$ cat src/sv/per_pixel_spectrum_histogram_defines.svh
// Assertion macros used by the per-pixel spectrum histogram controller.
`ifndef PER_PIXEL_SPECTRUM_HISTOGRAM_DEFINES_SVH
`define PER_PIXEL_SPECTRUM_HISTOGRAM_DEFINES_SVH

// Same-cycle implication, checked outside reset.
`define PPH_ASSERT_NOW(label, ante, cons, msg) \
  label: assert property (@(posedge clk) disable iff (rst) (ante) |-> (cons)) \
    else $error(msg);

// Next-cycle implication, checked outside reset.
`define PPH_ASSERT_NEXT(label, ante, cons, msg) \
  label: assert property (@(posedge clk) disable iff (rst) (ante) |=> (cons)) \
    else $error(msg);

`endif

$ cat src/sv/pph_pkg.sv
// Shared constants, types and command structs of the per-pixel spectrum histogram.
`timescale 1ns / 1ps

package pph_pkg;

  localparam int PIXELS   = 1024;
  localparam int MAX_BINS = 128;
  localparam int DEPTH    = PIXELS * MAX_BINS;
  localparam int ADDR_W   = $clog2(DEPTH);
  localparam int BIN_W    = $clog2(MAX_BINS);
  localparam int PADDR_W  = 4;

  // Register indexes, taken from paddr[3:2].
  localparam logic [1:0] REG_AMP_MIN   = 2'd0;
  localparam logic [1:0] REG_BIN_SCALE = 2'd1;
  localparam logic [1:0] REG_BIN_COUNT = 2'd2;

  localparam logic        OP_ACCUMULATE = 1'b0;
  localparam logic        OP_READ       = 1'b1;

  localparam logic signed [15:0] AMP_MIN_RESET   = 16'sd0;
  localparam logic [23:0]        BIN_SCALE_RESET = 24'd6554;
  localparam logic [7:0]         BIN_COUNT_RESET = 8'd100;

  typedef struct packed {
    logic signed [15:0] amp_min;
    logic [23:0]        bin_scale;
    logic [7:0]         bin_count;
  } cfg_t;

  // Commands from the controller to the datapath.
  typedef struct packed {
    logic clr;   // write zero at the clear pointer and advance it
    logic load;  // capture the incoming word
    logic mul;   // register the scaled amplitude product
    logic addr;  // register the store address and range flags
    logic rd;    // read the store at the registered address
    logic wr;    // write back the incremented count
    logic resp;  // load the output register
  } cmd_t;

  // Status from the datapath to the controller.
  typedef struct packed {
    logic clr_last;
    logic is_read;
    logic out_hold;
  } stat_t;

endpackage

$ cat src/sv/pph_regs.sv
// APB configuration registers of the per-pixel spectrum histogram.
`timescale 1ns / 1ps

module pph_regs (
  input  logic                   clk,
  input  logic                   rst,
  input  logic                   psel,
  input  logic                   penable,
  input  logic                   pwrite,
  input  logic [pph_pkg::PADDR_W-1:0] paddr,
  input  logic [31:0]            pwdata,
  output logic [31:0]            prdata,
  output logic                   pready,
  output pph_pkg::cfg_t          cfg
);
  import pph_pkg::*;

  logic [1:0] reg_index;
  logic       wr_en;

  assign reg_index = paddr[3:2];
  assign pready    = 1'b1;
  assign wr_en     = psel & penable & pwrite & pready;

  always_ff @(posedge clk) begin
    if (rst) begin
      cfg.amp_min   <= AMP_MIN_RESET;
      cfg.bin_scale <= BIN_SCALE_RESET;
      cfg.bin_count <= BIN_COUNT_RESET;
    end else if (wr_en) begin
      case (reg_index)
        REG_AMP_MIN:   cfg.amp_min   <= signed'(pwdata[15:0]);
        REG_BIN_SCALE: cfg.bin_scale <= pwdata[23:0];
        REG_BIN_COUNT: cfg.bin_count <= pwdata[7:0];
        default: begin
        end
      endcase
    end
  end

  always_comb begin
    case (reg_index)
      REG_AMP_MIN:   prdata = {16'd0, cfg.amp_min};
      REG_BIN_SCALE: prdata = {8'd0, cfg.bin_scale};
      REG_BIN_COUNT: prdata = {24'd0, cfg.bin_count};
      default:       prdata = 32'd0;
    endcase
  end

endmodule

$ cat config.mk
export PLATFORM = sky130hd
export DESIGN_NAME = pph_regs
export DESIGN_NICKNAME = d
export VERILOG_FILES = /design/src/sv/per_pixel_spectrum_histogram_defines.svh /design/src/sv/pph_pkg.sv /design/src/sv/pph_regs.sv
export SDC_FILE = /design/constraint.sdc
export NUM_CORES = 1
export LEC_CHECK = 0
export ABC_CLOCK_PERIOD_IN_PS = 2009
export BUFFER_PORTS_ARGS = -buffer_cell sky130_fd_sc_hd__buf_4
export CAP_MARGIN = 0
export CORE_MARGIN = 10
export CORE_UTILIZATION = 51
export CTS_BUF_LIST = sky130_fd_sc_hd__clkbuf_8
export DETAILED_ROUTE_END_ITERATION = 8
export GPL_TIMING_DRIVEN = 0
export PLACE_DENSITY = 0.91
export SLEW_MARGIN = 20
export SYNTH_ARGS = -nofsm -noshare
export SYNTH_HDL_FRONTEND = slang
export SYNTH_SLANG_ARGS = --single-unit
$ cat constraint.sdc
create_clock -name clk -period 2.01 [get_ports clk]
set_input_delay 0.5025 -clock clk [delete_from_list [all_inputs] [get_ports clk]]
set_output_delay 0.5025 -clock clk [all_outputs]
set_load 0.05 [all_outputs]
==> reports/qor.yml <==
vias: 2163
max_stage_delay_ns: 0.22
regArea_sq_um: 961
vdd_drop_max_mv: 0.515
pre_cts_ws_ns: -0.325
drtPass1Iterations: 4
synth_edf_count: 0
power_density_nw_per_um2: 547
drc: 0
io_buffers: 101
cpMostUsedCell: "buf_4"
cp.arrival_ns: 1.44
top_regs: "cfg: 48 flops"
globalplace.congestion: 0.752
p_leak_uw: 0.00162
antenna_found_initial: 0
ys_top_cells_by_count: "mux2i_1 (64), nand2b_1 (49), dfxtp_1 (48)"
grt_max_degree: 20
yosysWarningCount: 0
final_area_sq_um: 3490
drtIter0Drc: 70
grt.overflow.total: 0
synthToLayoutAreaGrowth_pct: 39.5
async_flop_share_pct: 0
worst_slack_ns: 0.0629
drv_cap: 0
syn_area_per_cell_sq_um: 9.48
rsz0062_at_grt: "false"
min_period_over_period_pct: 96.9
worst_pin_slew_ns: 0.530
grt_pass1_wl_mm: 11.6
regMostFlops: "cfg"
cts_buffer_depth: 2
drive_above_1_share_pct: 39.2
path_cells: "buf_4 -> clkbuf_4 -> buf_4 -> o21ai_2 -> buf_4"
clk_pin_slew_ns: 0.09
die_width_microns: 90.0
wirelength_mm: 7.30
start_util_pct: 52.6
grt_usage_pct: 17.3
fillers: 389
finalSetupViolations: 0
slew_headroom_pct: 64.7
end_kind: "output pin"
path_max_fanout: 10
coreArea_sq_um: 4750
cts.sinks: 48
cts_tree: "yes"
cp-start-kind: "input pin"
clk_latency_ns: 0.30
cts_inserted_buffers: 5
dieArea_sq_um: 8110
yosys-top-cells-area: "dfxtp_1 (38%), mux2i_1 (26%), nand2b_1 (12%)"
yosysSeqAreaShare_pct: 38.4
synth_ff_type: "dfxtp_1"
fin_worst_skew_ns: 0
chipHeight_microns: 90.0
pin_count: 122
avgRoutedWirePerCell_microns: 16.4
place_area_sq_um: 3410
cp_top_family: "buffers and inverters"
critPathRequiredTime_ns: 1.51
place_hpwl_mm: 5.74
hold_class: "in -> reg"
synth.largest_area_cell: "dfxtp_1"
max_clock_freq_ghz: 0.514
critPathSlowestCell: "buf_4"
synth_area_sq_um: 2500
grt_pass1_vias: 2230
hold_buffers: 0
path_class: "in -> out"
synth_cells: 264
cts_root_buf: "clkbuf_8"
drv_slew: 0
yosysMostFrequentCell: "mux2i_1"
ys_ff_latch: 48
ant_nets: 0
largest_reg_flops: 48
nets: 419
htreeDepth: 2
worst-path-buf-inv: 4
rows: 25
min_period_ns: 1.95
viasPerCell: 4.86
hold_violations: 0
multi_input_area_sq_um: 1430
synth_top_area_share_pct: 38.4
diodes: 0
ys_types: 21
status: "complete, no violations"
==> area by class of cell <==
class | instances | area share [%]
clock buffers | 5 | 1.97
multi-input cells | 196 | 41.0
clock inverters | 2 | 0.251
repair buffers | 101 | 21.7
plain buffers | 26 | 5.13
well taps | 67 | 2.40
flip-flops and latches | 48 | 27.5
==> stage by stage <==
stage	power [uW]	util, %	instances	hold WS, ns	setup TNS, ns
after floorplan	1260	-	271	0.658	-0.686
final	1910	73.4	445	0.465	0
after global routing	1990	73.4	445	0.467	0
after detailed placement	1390	71.7	439	0.478	-2.92
after CTS	1920	73.2	445	0.463	0
after global placement	1390	71.7	439	0.470	-2.70
==> worst paths after layout <==
kind | from | to | slack, ns | cells past startpoint
max | paddr[3] | prdata[5] | 0.06 | 5
min | pwdata[20] | cfg[28] | 0.47 | 3
max reg2reg | cfg[39] | cfg[39] | 1.13 | 2
min reg2reg | cfg[26] | cfg[26] | 0.49 | 2
==> placed cells by master, fill, tap and decap left out <==
| master | instances |
|---|---|
| nor2b_2 | 1 |
| and2_1 | 8 |
| buf_4 | 111 |
| clkbuf_8 | 5 |
| nor2_1 | 25 |
| inv_1 | 1 |
| clkinv_2 | 1 |
| or3_1 | 1 |
| buf_2 | 2 |
| nor2b_1 | 1 |
| nor2_2 | 3 |
| nand4_1 | 2 |
| nand2_1 | 8 |
| clkbuf_4 | 1 |
| nand3_2 | 1 |
| nand2b_1 | 49 |
| buf_6 | 5 |
| or2b_2 | 8 |
| nor3_1 | 1 |
| conb_1 | 9 |
| clkbuf_1 | 8 |
| nor3b_2 | 1 |
| mux2i_1 | 64 |
| dfxtp_1 | 48 |
| o21ai_2 | 8 |
| nor3b_4 | 1 |
| or2b_1 | 5 |
==> power by group <==
part           total [uW]  switching, uW  internal, uW
Sequential            972           9.66           962
Clock                 540            308           232
Combinational         398            247           151
==> worst reg2reg max path, stage by stage (launching register included) <==
cell and delay [ns]:
dfxtp_1 0.37, or2b_2 0.31, mux2i_1 0.13
==> logic make-up after synthesis <==
kind of cell / share of synthesized area, %
AOI/OAI and AO/OA: 1.60
other: 0.300
DFF: 38.4
and+or+nand+nor: 27.1
muxes: 25.6
buffers and inverters: 7.05
==> repair_timing <==
action / in CTS / in global routing
endpoints found under the hold margin: 0 / 0
resized for setup: 2 / 4
setup buffers: 0 / 0
setup endpoints to repair: 10 / 22
==> layer usage <==
| metal | part of all wire [%] | global-route usage, % | up-vias |
|---|---|---|---|
| li1 | - | - | 1077 |
| met1 | 43 | 18.8 | 1003 |
| met2 | 49 | 31.0 | 76 |
| met3 | 7.5 | 6.48 | 7 |
| met4 | 1.1 | 4.11 | 0 |
| met5 | 0 | 0 | - |
Note: power is estimated with default switching activity, not from simulation.
