$ cat src/sv/per_pixel_spectrum_histogram_defines.svh
// Assertion macros used by the per-pixel spectrum histogram controller.
`ifndef PER_PIXEL_SPECTRUM_HISTOGRAM_DEFINES_SVH
`define PER_PIXEL_SPECTRUM_HISTOGRAM_DEFINES_SVH

// Same-cycle implication, checked outside reset.
`define PPH_ASSERT_NOW(label, ante, cons, msg) \
  label: assert property (@(posedge clk) disable iff (rst) (ante) |-> (cons)) \
    else $error(msg);

// Next-cycle implication, checked outside reset.
`define PPH_ASSERT_NEXT(label, ante, cons, msg) \
  label: assert property (@(posedge clk) disable iff (rst) (ante) |=> (cons)) \
    else $error(msg);

`endif

$ cat src/sv/pph_pkg.sv
// Shared constants, types and command structs of the per-pixel spectrum histogram.
`timescale 1ns / 1ps

package pph_pkg;

  localparam int PIXELS   = 1024;
  localparam int MAX_BINS = 128;
  localparam int DEPTH    = PIXELS * MAX_BINS;
  localparam int ADDR_W   = $clog2(DEPTH);
  localparam int BIN_W    = $clog2(MAX_BINS);
  localparam int PADDR_W  = 4;

  // Register indexes, taken from paddr[3:2].
  localparam logic [1:0] REG_AMP_MIN   = 2'd0;
  localparam logic [1:0] REG_BIN_SCALE = 2'd1;
  localparam logic [1:0] REG_BIN_COUNT = 2'd2;

  localparam logic        OP_ACCUMULATE = 1'b0;
  localparam logic        OP_READ       = 1'b1;

  localparam logic signed [15:0] AMP_MIN_RESET   = 16'sd0;
  localparam logic [23:0]        BIN_SCALE_RESET = 24'd6554;
  localparam logic [7:0]         BIN_COUNT_RESET = 8'd100;

  typedef struct packed {
    logic signed [15:0] amp_min;
    logic [23:0]        bin_scale;
    logic [7:0]         bin_count;
  } cfg_t;

  // Commands from the controller to the datapath.
  typedef struct packed {
    logic clr;   // write zero at the clear pointer and advance it
    logic load;  // capture the incoming word
    logic mul;   // register the scaled amplitude product
    logic addr;  // register the store address and range flags
    logic rd;    // read the store at the registered address
    logic wr;    // write back the incremented count
    logic resp;  // load the output register
  } cmd_t;

  // Status from the datapath to the controller.
  typedef struct packed {
    logic clr_last;
    logic is_read;
    logic out_hold;
  } stat_t;

endpackage

$ cat src/sv/pph_ctrl.sv
// Controller state machine of the per-pixel spectrum histogram.
`timescale 1ns / 1ps
`include "per_pixel_spectrum_histogram_defines.svh"

module pph_ctrl (
  input  logic           clk,
  input  logic           rst,
  input  logic           in_valid,
  output logic           in_ready,
  input  pph_pkg::stat_t stat,
  output pph_pkg::cmd_t  cmd
);
  import pph_pkg::*;

  typedef enum logic [2:0] {
    S_CLEAR,
    S_IDLE,
    S_MUL,
    S_ADDR,
    S_READ,
    S_DONE
  } state_t;

  state_t state;
  state_t state_next;

  always_comb begin
    cmd        = '0;
    state_next = state;
    case (state)
      S_CLEAR: begin
        cmd.clr = 1'b1;
        if (stat.clr_last) begin
          state_next = S_IDLE;
        end
      end
      S_IDLE: begin
        if (in_valid) begin
          cmd.load   = 1'b1;
          state_next = S_MUL;
        end
      end
      S_MUL: begin
        cmd.mul    = 1'b1;
        state_next = S_ADDR;
      end
      S_ADDR: begin
        cmd.addr   = 1'b1;
        state_next = S_READ;
      end
      S_READ: begin
        cmd.rd     = 1'b1;
        state_next = S_DONE;
      end
      S_DONE: begin
        if (!stat.is_read) begin
          cmd.wr     = 1'b1;
          state_next = S_IDLE;
        end else if (!stat.out_hold) begin
          cmd.resp   = 1'b1;
          state_next = S_IDLE;
        end
      end
      default: begin
        state_next = S_IDLE;
      end
    endcase
  end

  always_ff @(posedge clk) begin
    if (rst) begin
      state    <= S_CLEAR;
      in_ready <= 1'b0;
    end else begin
      state    <= state_next;
      in_ready <= (state_next == S_IDLE);
    end
  end

  `PPH_ASSERT_NOW(a_ready_idle, in_ready, state == S_IDLE, "ready outside idle")
  `PPH_ASSERT_NEXT(a_accept_starts, in_valid && in_ready, state == S_MUL && !in_ready,
                   "accepted word did not start")
  `PPH_ASSERT_NEXT(a_clear_holds, state == S_CLEAR && !stat.clr_last, state == S_CLEAR,
                   "clear pass ended early")
  `PPH_ASSERT_NEXT(a_resp_waits, state == S_DONE && stat.is_read && stat.out_hold,
                   state == S_DONE, "read result dropped while output full")

endmodule
$ cat config.mk
export PLATFORM = sky130hd
export DESIGN_NAME = pph_ctrl
export DESIGN_NICKNAME = d
export VERILOG_FILES = /design/src/sv/pph_pkg.sv /design/src/sv/pph_ctrl.sv
export VERILOG_INCLUDE_DIRS = /design/src /design/src/sv
export SDC_FILE = /design/constraint.sdc
export NUM_CORES = 1
export LEC_CHECK = 0
export BUFFER_PORTS_ARGS = -buffer_cell sky130_fd_sc_hd__buf_2
export CAP_MARGIN = 40
export CORE_AREA = 3 3 40 42
export DETAILED_ROUTE_END_ITERATION = 12
export DIE_AREA = 0 0 43 45
export MAX_ROUTING_LAYER = met4
export PLACE_DENSITY = 0.41
export RECOVER_POWER = 50
export SYNTH_ARGS = -nofsm -noshare
export SYNTH_HDL_FRONTEND = slang
export SYNTH_SLANG_ARGS = --single-unit
$ cat constraint.sdc
create_clock -name clk -period 1.82 [get_ports clk]
set_input_delay 0.091 -clock clk [delete_from_list [all_inputs] [get_ports clk]]
set_output_delay 0.091 -clock clk [all_outputs]
set_load 0.1 [all_outputs]
==> results of run 1 <==
==> final timing paths <==
kind / from / endpoint / slack (ns)
min: rst / state[0] / 0.07
max reg2reg: state[0] / in_ready / 0.38
max: state[0] / cmd[5] / 0.15
min reg2reg: state[2] / in_ready / 0.66
==> worst max-delay path, delay by kind of cell (launching register included) <==
kind | cells | cell delay [ns]
DFF | 1 | 0.51
buffers and inverters | 1 | 0.42
and+or+nand+nor | 2 | 0.41
==> cells by family (layout without fill, tap and decap cells) <==
group                  after synthesis  after routing  synth area share
AO/OA/AOI/OAI                        7              7             0.205
buffers and inverters                3             17            0.0750
AND/OR/NAND/NOR                     16             16             0.400
flip-flops                           4              4             0.320
==> per-layer routing <==
| layer | vias up | global-route usage | wire length, µm |
|---|---|---|---|
| met4 | 0 | 0.0542 | 0 |
| met1 | 108 | 0.0918 | 292 |
| met2 | 8 | 0.0928 | 248 |
| li1 | 136 | - | - |
| met5 | - | - | 0 |
| met3 | 0 | 0.0199 | 48 |
==> power by group through the flow <==
stage / Sequential, W / Clock, W / Combinational (W)
6_report: 0.000109 / 0.000105 / 0.000130
5_1_grt: 0.000110 / 0.000119 / 0.000138
4_1_cts: 0.000109 / 0.000112 / 0.000136
2_1_floorplan: 0.000122 / 0 / 0.000105
3_3_place_gp: 0.000110 / 0 / 0.000136
3_5_place_dp: 0.000110 / 0 / 0.000135
==> sequential cells by signal, summed over array words and instances (netlist names) <==
signal / count
in_ready: 1
state: 3
==> cell type report <==
cell class / count / area, µm² / area share
Multi-Input combinational cell: 23 / 165 / 0.444
Timing Repair Buffer: 13 / 81.3 / 0.219
Tap cell: 15 / 18.8 / 0.0505
Sequential cell: 4 / 80.1 / 0.215
Clock buffer: 3 / 22.5 / 0.0606
Inverter: 1 / 3.75 / 0.0101
==> timing repair <==
action                     4_1_cts  5_1_grt
setup endpoints to repair        0        1
resized for setup                0        1
setup buffers                    0        0
==> layout by cell type, fill, tap and decap left out, types with 2 or more instances in the layout <==
master / count
clkbuf_4: 4
nor3b_2: 2
buf_2: 9
nor2_1: 4
dfxtp_1: 4
a21oi_1: 3
nor3_2: 2
==> stage by stage <==
| stage | worst slack [ns] | util | setup TNS [ns] |
|---|---|---|---|
| 5_1_grt | 0.0519 | 0.289 | 0 |
| 2_1_floorplan | -0.269 | - | -0.703 |
| 6_report | 0.155 | 0.289 | 0 |
| 4_1_cts | 0.0841 | 0.293 | 0 |
| 3_3_place_gp | 0.342 | 0.276 | 0 |
| 3_5_place_dp | 0.336 | 0.276 | 0 |
==> reports/qor.csv, run 1 <==
stage,metric,value,unit
run_status,run_status,"complete, no violations",
floorplanning,io_pins,14,
synth,syn_area_per_cell,8.34,µm²
power_and_ir_drop,pwr-share-seq,0.316,
timing,hold_viol,0,
timing,maxSlewViolCount,0,
layout,drive_above_1_share,0.523,
clock_network,clk_path_buf_depth,2,
floorplanning,die_area,1940,µm²
floorplanning,start_util,0.195,
synth,synth.cell_area,250,µm²
synth,yosysTopAreaCell,dfxtp_1,
critical_path,end_kind,output pin,
power_and_ir_drop,p_leak,0.169,nW
critical_path,r2r_cells,3,
grt,gr-total-overflow,0,
timing,fin_hold_ws,0.0711,ns
timing,min_period,1.67,ns
synth,synthTopCellsByArea,"dfxtp_1 32%, a21oi_1 6.0%, nor3_1 6.0%, a2111oi_2 6.0%, nor2_1 6.0%",
power_and_ir_drop,ir_drop,0.261,mV
critical_path,cp.required,1.73,ns
critical_path,critPathKind,reg -> out,
timing,slew_headroom,0.230,
critical_path,cp.arrival,1.57,ns
power_and_ir_drop,switchingPower,0.000144,W
clock_network,clk_pin_slew,0.04,ns
timing,setup_viol,0,
layout,synthToLayoutAreaGrowth,48.5,%
floorplanning,fp.dieW,43,µm
routing,wl_per_cell,9.98,µm
grt,antenna_found_initial,0,
timing,worst_pin_slew,1.16,ns
timing,fin_crit_sh,0.915,
timing,max_freq,600,MHz
clock_network,clock_sinks,4,
job,maxCapViolations,0,
layout,final_cell_count_no_fill,59,
grt,grtUsageTotal,0.0712,
min_path,hold_class,in -> reg,
synth,synthFlopType,dfxtp_1,
synth,syn_inst,30,
layout,final_nets,52,
synth,syn-num-nets,36,
power_and_ir_drop,total_power,0.000345,W
grt,grt_pass1_vias,250,
floorplanning,std_cell_rows,13,
clock_network,cts-htree-levels,1,
routing,drt_iter0_drc,3,
synth,synthArstFlopShare,0,
clock_network,cts_root_buf,clkbuf_4,
floorplanning,coreArea,1280,µm²
min_path,min_path_cells,2,
power_and_ir_drop,clkPwrFrac,0.306,
routing,routed_via_density,4.27,
critical_path,slowest_delay,0.51,ns
floorplanning,fp.dieH,45,µm
critical_path,crit_fanout,10,
clock_network,cts_tree,built,
routing,wl,589,µm
critical_path,path_cells,nor2b_2 -> and3b_1 -> buf_2,
synth,yosysSeqAreaShare,0.320,
routing,firstDrtPassIters,4,
placed_design,dp_cells,56,
power_and_ir_drop,p_comb_frac,0.378,
routing,via_count,252,
power_and_ir_drop,p_per_area,927,nW/µm²
placed_design,portBuffers,13,
timing,rsz0062_at_grt,no,
layout,antennaDiodeCount,0,
grt,grt_max_degree,12,
critical_path,cp_slowest_cell,dfxtp_1,
synth,synth_cell_types,19,
synth,yosys-top-cells-count,"4 x dfxtp_1, 4 x nor2_1, 3 x a21oi_1, 3 x nor3_1, 2 x nor3b_1",
synth,synth-edff-count,0,
routing,drc,0,
placed_design,postPlaceCellArea,354,µm²
clock_network,clock_latency,0.23,ns
power_and_ir_drop,p_int,0.000200,W
routing,ant_nets,0,
placed_design,place.gp.congestion,0.648,
synth,ys_warn_count,0,
power_and_ir_drop,swShare,0.419,
synth,synth_top_area_frac,0.320,
clock_network,ctsHoldBuffers,0,
grt,grt_pass1_wl,1010,µm
placed_design,hpwl,445,µm
critical_path,critPathLaunchType,register,
layout,nFillCells,148,
timing,fin_worst_skew,0.00316,ns
clock_network,cts_buffers,3,
synth,synth-seq-cells,4,
layout,final_cell_area,372,µm²
Note: power is estimated with default switching activity, not from simulation.
==> run 2, diff against run 1 <==
--- a/config.mk
+++ b/config.mk
@@ -6,7 +6,7 @@
 export SDC_FILE = /design/constraint.sdc
 export NUM_CORES = 1
 export LEC_CHECK = 0
-export BUFFER_PORTS_ARGS = -buffer_cell sky130_fd_sc_hd__buf_2
+export BUFFER_PORTS_ARGS = -buffer_cell sky130_fd_sc_hd__buf_4
 export CAP_MARGIN = 40
 export CORE_AREA = 3 3 40 42
 export DETAILED_ROUTE_END_ITERATION = 12
==> constraint.sdc (replaced) <==
create_clock -name clk -period 1.82 [get_ports clk]
set_input_delay 0.091 -clock clk [delete_from_list [all_inputs] [get_ports clk]]
set_output_delay 0.091 -clock clk [all_outputs]
set_load 0.05 [all_outputs]
==> reports/qor.csv, run 2 (synthesized netlist as in run 1, its figures left out) <==
stage,metric,value,unit,change
power_and_ir_drop,p_per_area,845,nW/µm²,was 927 nW/µm²
power_and_ir_drop,ir_drop,0.346,mV,was 0.261 mV
clock_network,cts_resized,0,,unchanged
grt,antenna_found_initial,0,,unchanged
layout,synthToLayoutAreaGrowth,49.0,%,was 48.5%
critical_path,cp.arrival,1.44,ns,was 1.57 ns
layout,top_register,state,,unchanged
timing,worst_pin_slew,0.599,ns,was 1.16 ns
timing,slew_headroom,0.602,,was 0.230
layout,largest_reg_flops,3,,unchanged
routing,routed_via_density,4.34,,was 4.27
floorplanning,fp.dieW,43,µm,unchanged
grt,grt_max_degree,12,,unchanged
routing,via_count,256,,was 252
timing,fin_worst_skew,0.00307,ns,was 0.00316 ns
routing,drc,0,,unchanged
routing,ant_nets,0,,unchanged
clock_network,postCtsSetupBuffers,0,,unchanged
critical_path,crit_fanout,9,,was 10
placed_design,dpl_worst_slack,0.511,ns,was 0.336 ns
layout,antennaDiodeCount,0,,unchanged
clock_network,cts_buffers,3,,unchanged
layout,layout_common_cells,"10 x buf_4, 4 x nor2_1, 4 x dfxtp_1",,"was 9 x buf_2, 4 x nor2_1, 4 x clkbuf_4, 4 x dfxtp_1, 3 x a21oi_1"
clock_network,clock_sinks,4,,unchanged
layout,multi_input_comb_area,161,µm²,was 165 µm²
clock_network,cts_tree,built,,unchanged
critical_path,cp_slowest_cell,dfxtp_1,,unchanged
timing,hold_viol,0,,unchanged
critical_path,critPathLaunchType,register,,unchanged
routing,wl_per_cell,10.4,µm,was 9.98 µm
floorplanning,std_cell_rows,13,,unchanged
layout,final_nets,52,,unchanged
floorplanning,coreArea,1280,µm²,unchanged
timing,fin_crit_sh,0.840,,was 0.915
placed_design,portBuffers,13,,unchanged
critical_path,end_kind,output pin,,unchanged
routing,firstDrtPassIters,3,,was 4
clock_network,cts-htree-levels,1,,unchanged
grt,grt_pass1_wl,1020,µm,was 1010 µm
floorplanning,die_area,1940,µm²,unchanged
critical_path,slowest_delay,0.48,ns,was 0.51 ns
timing,maxSlewViolCount,0,,unchanged
clock_network,clk_path_buf_depth,2,,unchanged
clock_network,clk_pin_slew,0.04,ns,about the same
min_path,hold_class,in -> reg,,unchanged
clock_network,clock_latency,0.24,ns,was 0.23 ns
floorplanning,fp.dieH,45,µm,unchanged
clock_network,cts_root_buf,clkbuf_4,,unchanged
grt,grt_pass1_vias,239,,was 250
routing,drt_iter0_drc,3,,unchanged
timing,min_period,1.53,ns,was 1.67 ns
routing,wl,614,µm,was 589 µm
layout,top_regs,"state (3), in_ready (1)",,unchanged
critical_path,critPathBufInv,1,,unchanged
run_status,run_status,"complete, no violations",,unchanged
critical_path,critPathKind,reg -> out,,unchanged
layout,seqCellArea,80.1,µm²,unchanged
critical_path,cp.required,1.73,ns,about the same
clock_network,ctsHoldBuffers,0,,unchanged
grt,grtUsageTotal,0.0754,,was 0.0712
timing,max_freq,654,MHz,was 600 MHz
critical_path,crit_family,flip-flops,,unchanged
critical_path,path_cells,and3b_2 -> clkbuf_1,,was nor2b_2 -> and3b_1 -> buf_2
layout,nFillCells,146,,was 148
timing,rsz0062_at_grt,no,,unchanged
floorplanning,start_util,0.195,,unchanged
timing,fin_setup_tns,0,ns,unchanged
power_and_ir_drop,p_leak,0.164,nW,was 0.169 nW
floorplanning,io_pins,14,,unchanged
placed_design,place.gp.congestion,0.734,,was 0.648
timing,setup_ws,0.291,ns,was 0.155 ns
timing,setup_viol,0,,unchanged
job,maxCapViolations,0,,unchanged
grt,gr-total-overflow,0,,unchanged
layout,drive_above_1_share,0.455,,was 0.523
layout,layout_commonest_cell,buf_4,,was buf_2
==> run 2: cell counts in the layout (fill, tap and decap cells not counted) <==
Identical to the previous run, type by type.
==> run 2: worst reg2reg max path, cell delays in order, from the launching register on <==
cell       delay (ns)
dfxtp_1          0.46
a21bo_1          0.26
and2_4           0.15
a2111oi_2        0.32
==> run 2: metal layers <==
layer | routed length (µm) | global-route usage | up-vias
met5 | 0 | - | -
met4 | 0 | 0.0181 | 0
met3 | 49 | 0.0518 | 0
met2 | 260 | 0.0928 | 10
met1 | 304 | 0.0986 | 109
li1 | - | - | 137
==> run 2: final timing paths <==
check / depth (start not counted) / slack (ns) / endpoint / start
worst max-delay path: 2 / 0.29 / cmd[3] / state[1]
worst min-delay path: 2 / 0.05 / state[2] / rst
worst max register to register: 3 / 0.53 / in_ready / state[0]
worst min register to register: 1 / 0.66 / state[1] / state[2]
==> run 2: through the flow <==
stage                     total power, W  hold slack [ns]  instance area [µm²]  std cells   util
after floorplan                 0.000183            0.163                  260         30      -
after global placement          0.000212            0.295                  362         56  0.281
after detailed placement        0.000211            0.289                  362         56  0.281
after CTS                       0.000327           0.0382                  384         59  0.299
after global routing            0.000334           0.0470                  373         59  0.290
final                           0.000315           0.0452                  373         59  0.290
==> run 2: cell type report <==
cell class                 count  share of cell area
timing repair buffer          13               0.232
tap                           15              0.0503
inverter                       1              0.0101
multi-input combinational     23               0.433
sequential                     4               0.215
clock buffer                   3              0.0604
==> run 2: power by group <==
part	switching, W	leakage (nW)	internal (W)	total, W
combinational	0.0000607	0.117	0.0000352	0.0000959
clock	0.0000384	0.0138	0.0000739	0.000112
sequential	0.0000112	0.0329	0.0000956	0.000107
total	0.000110	0.164	0.000205	0.000315
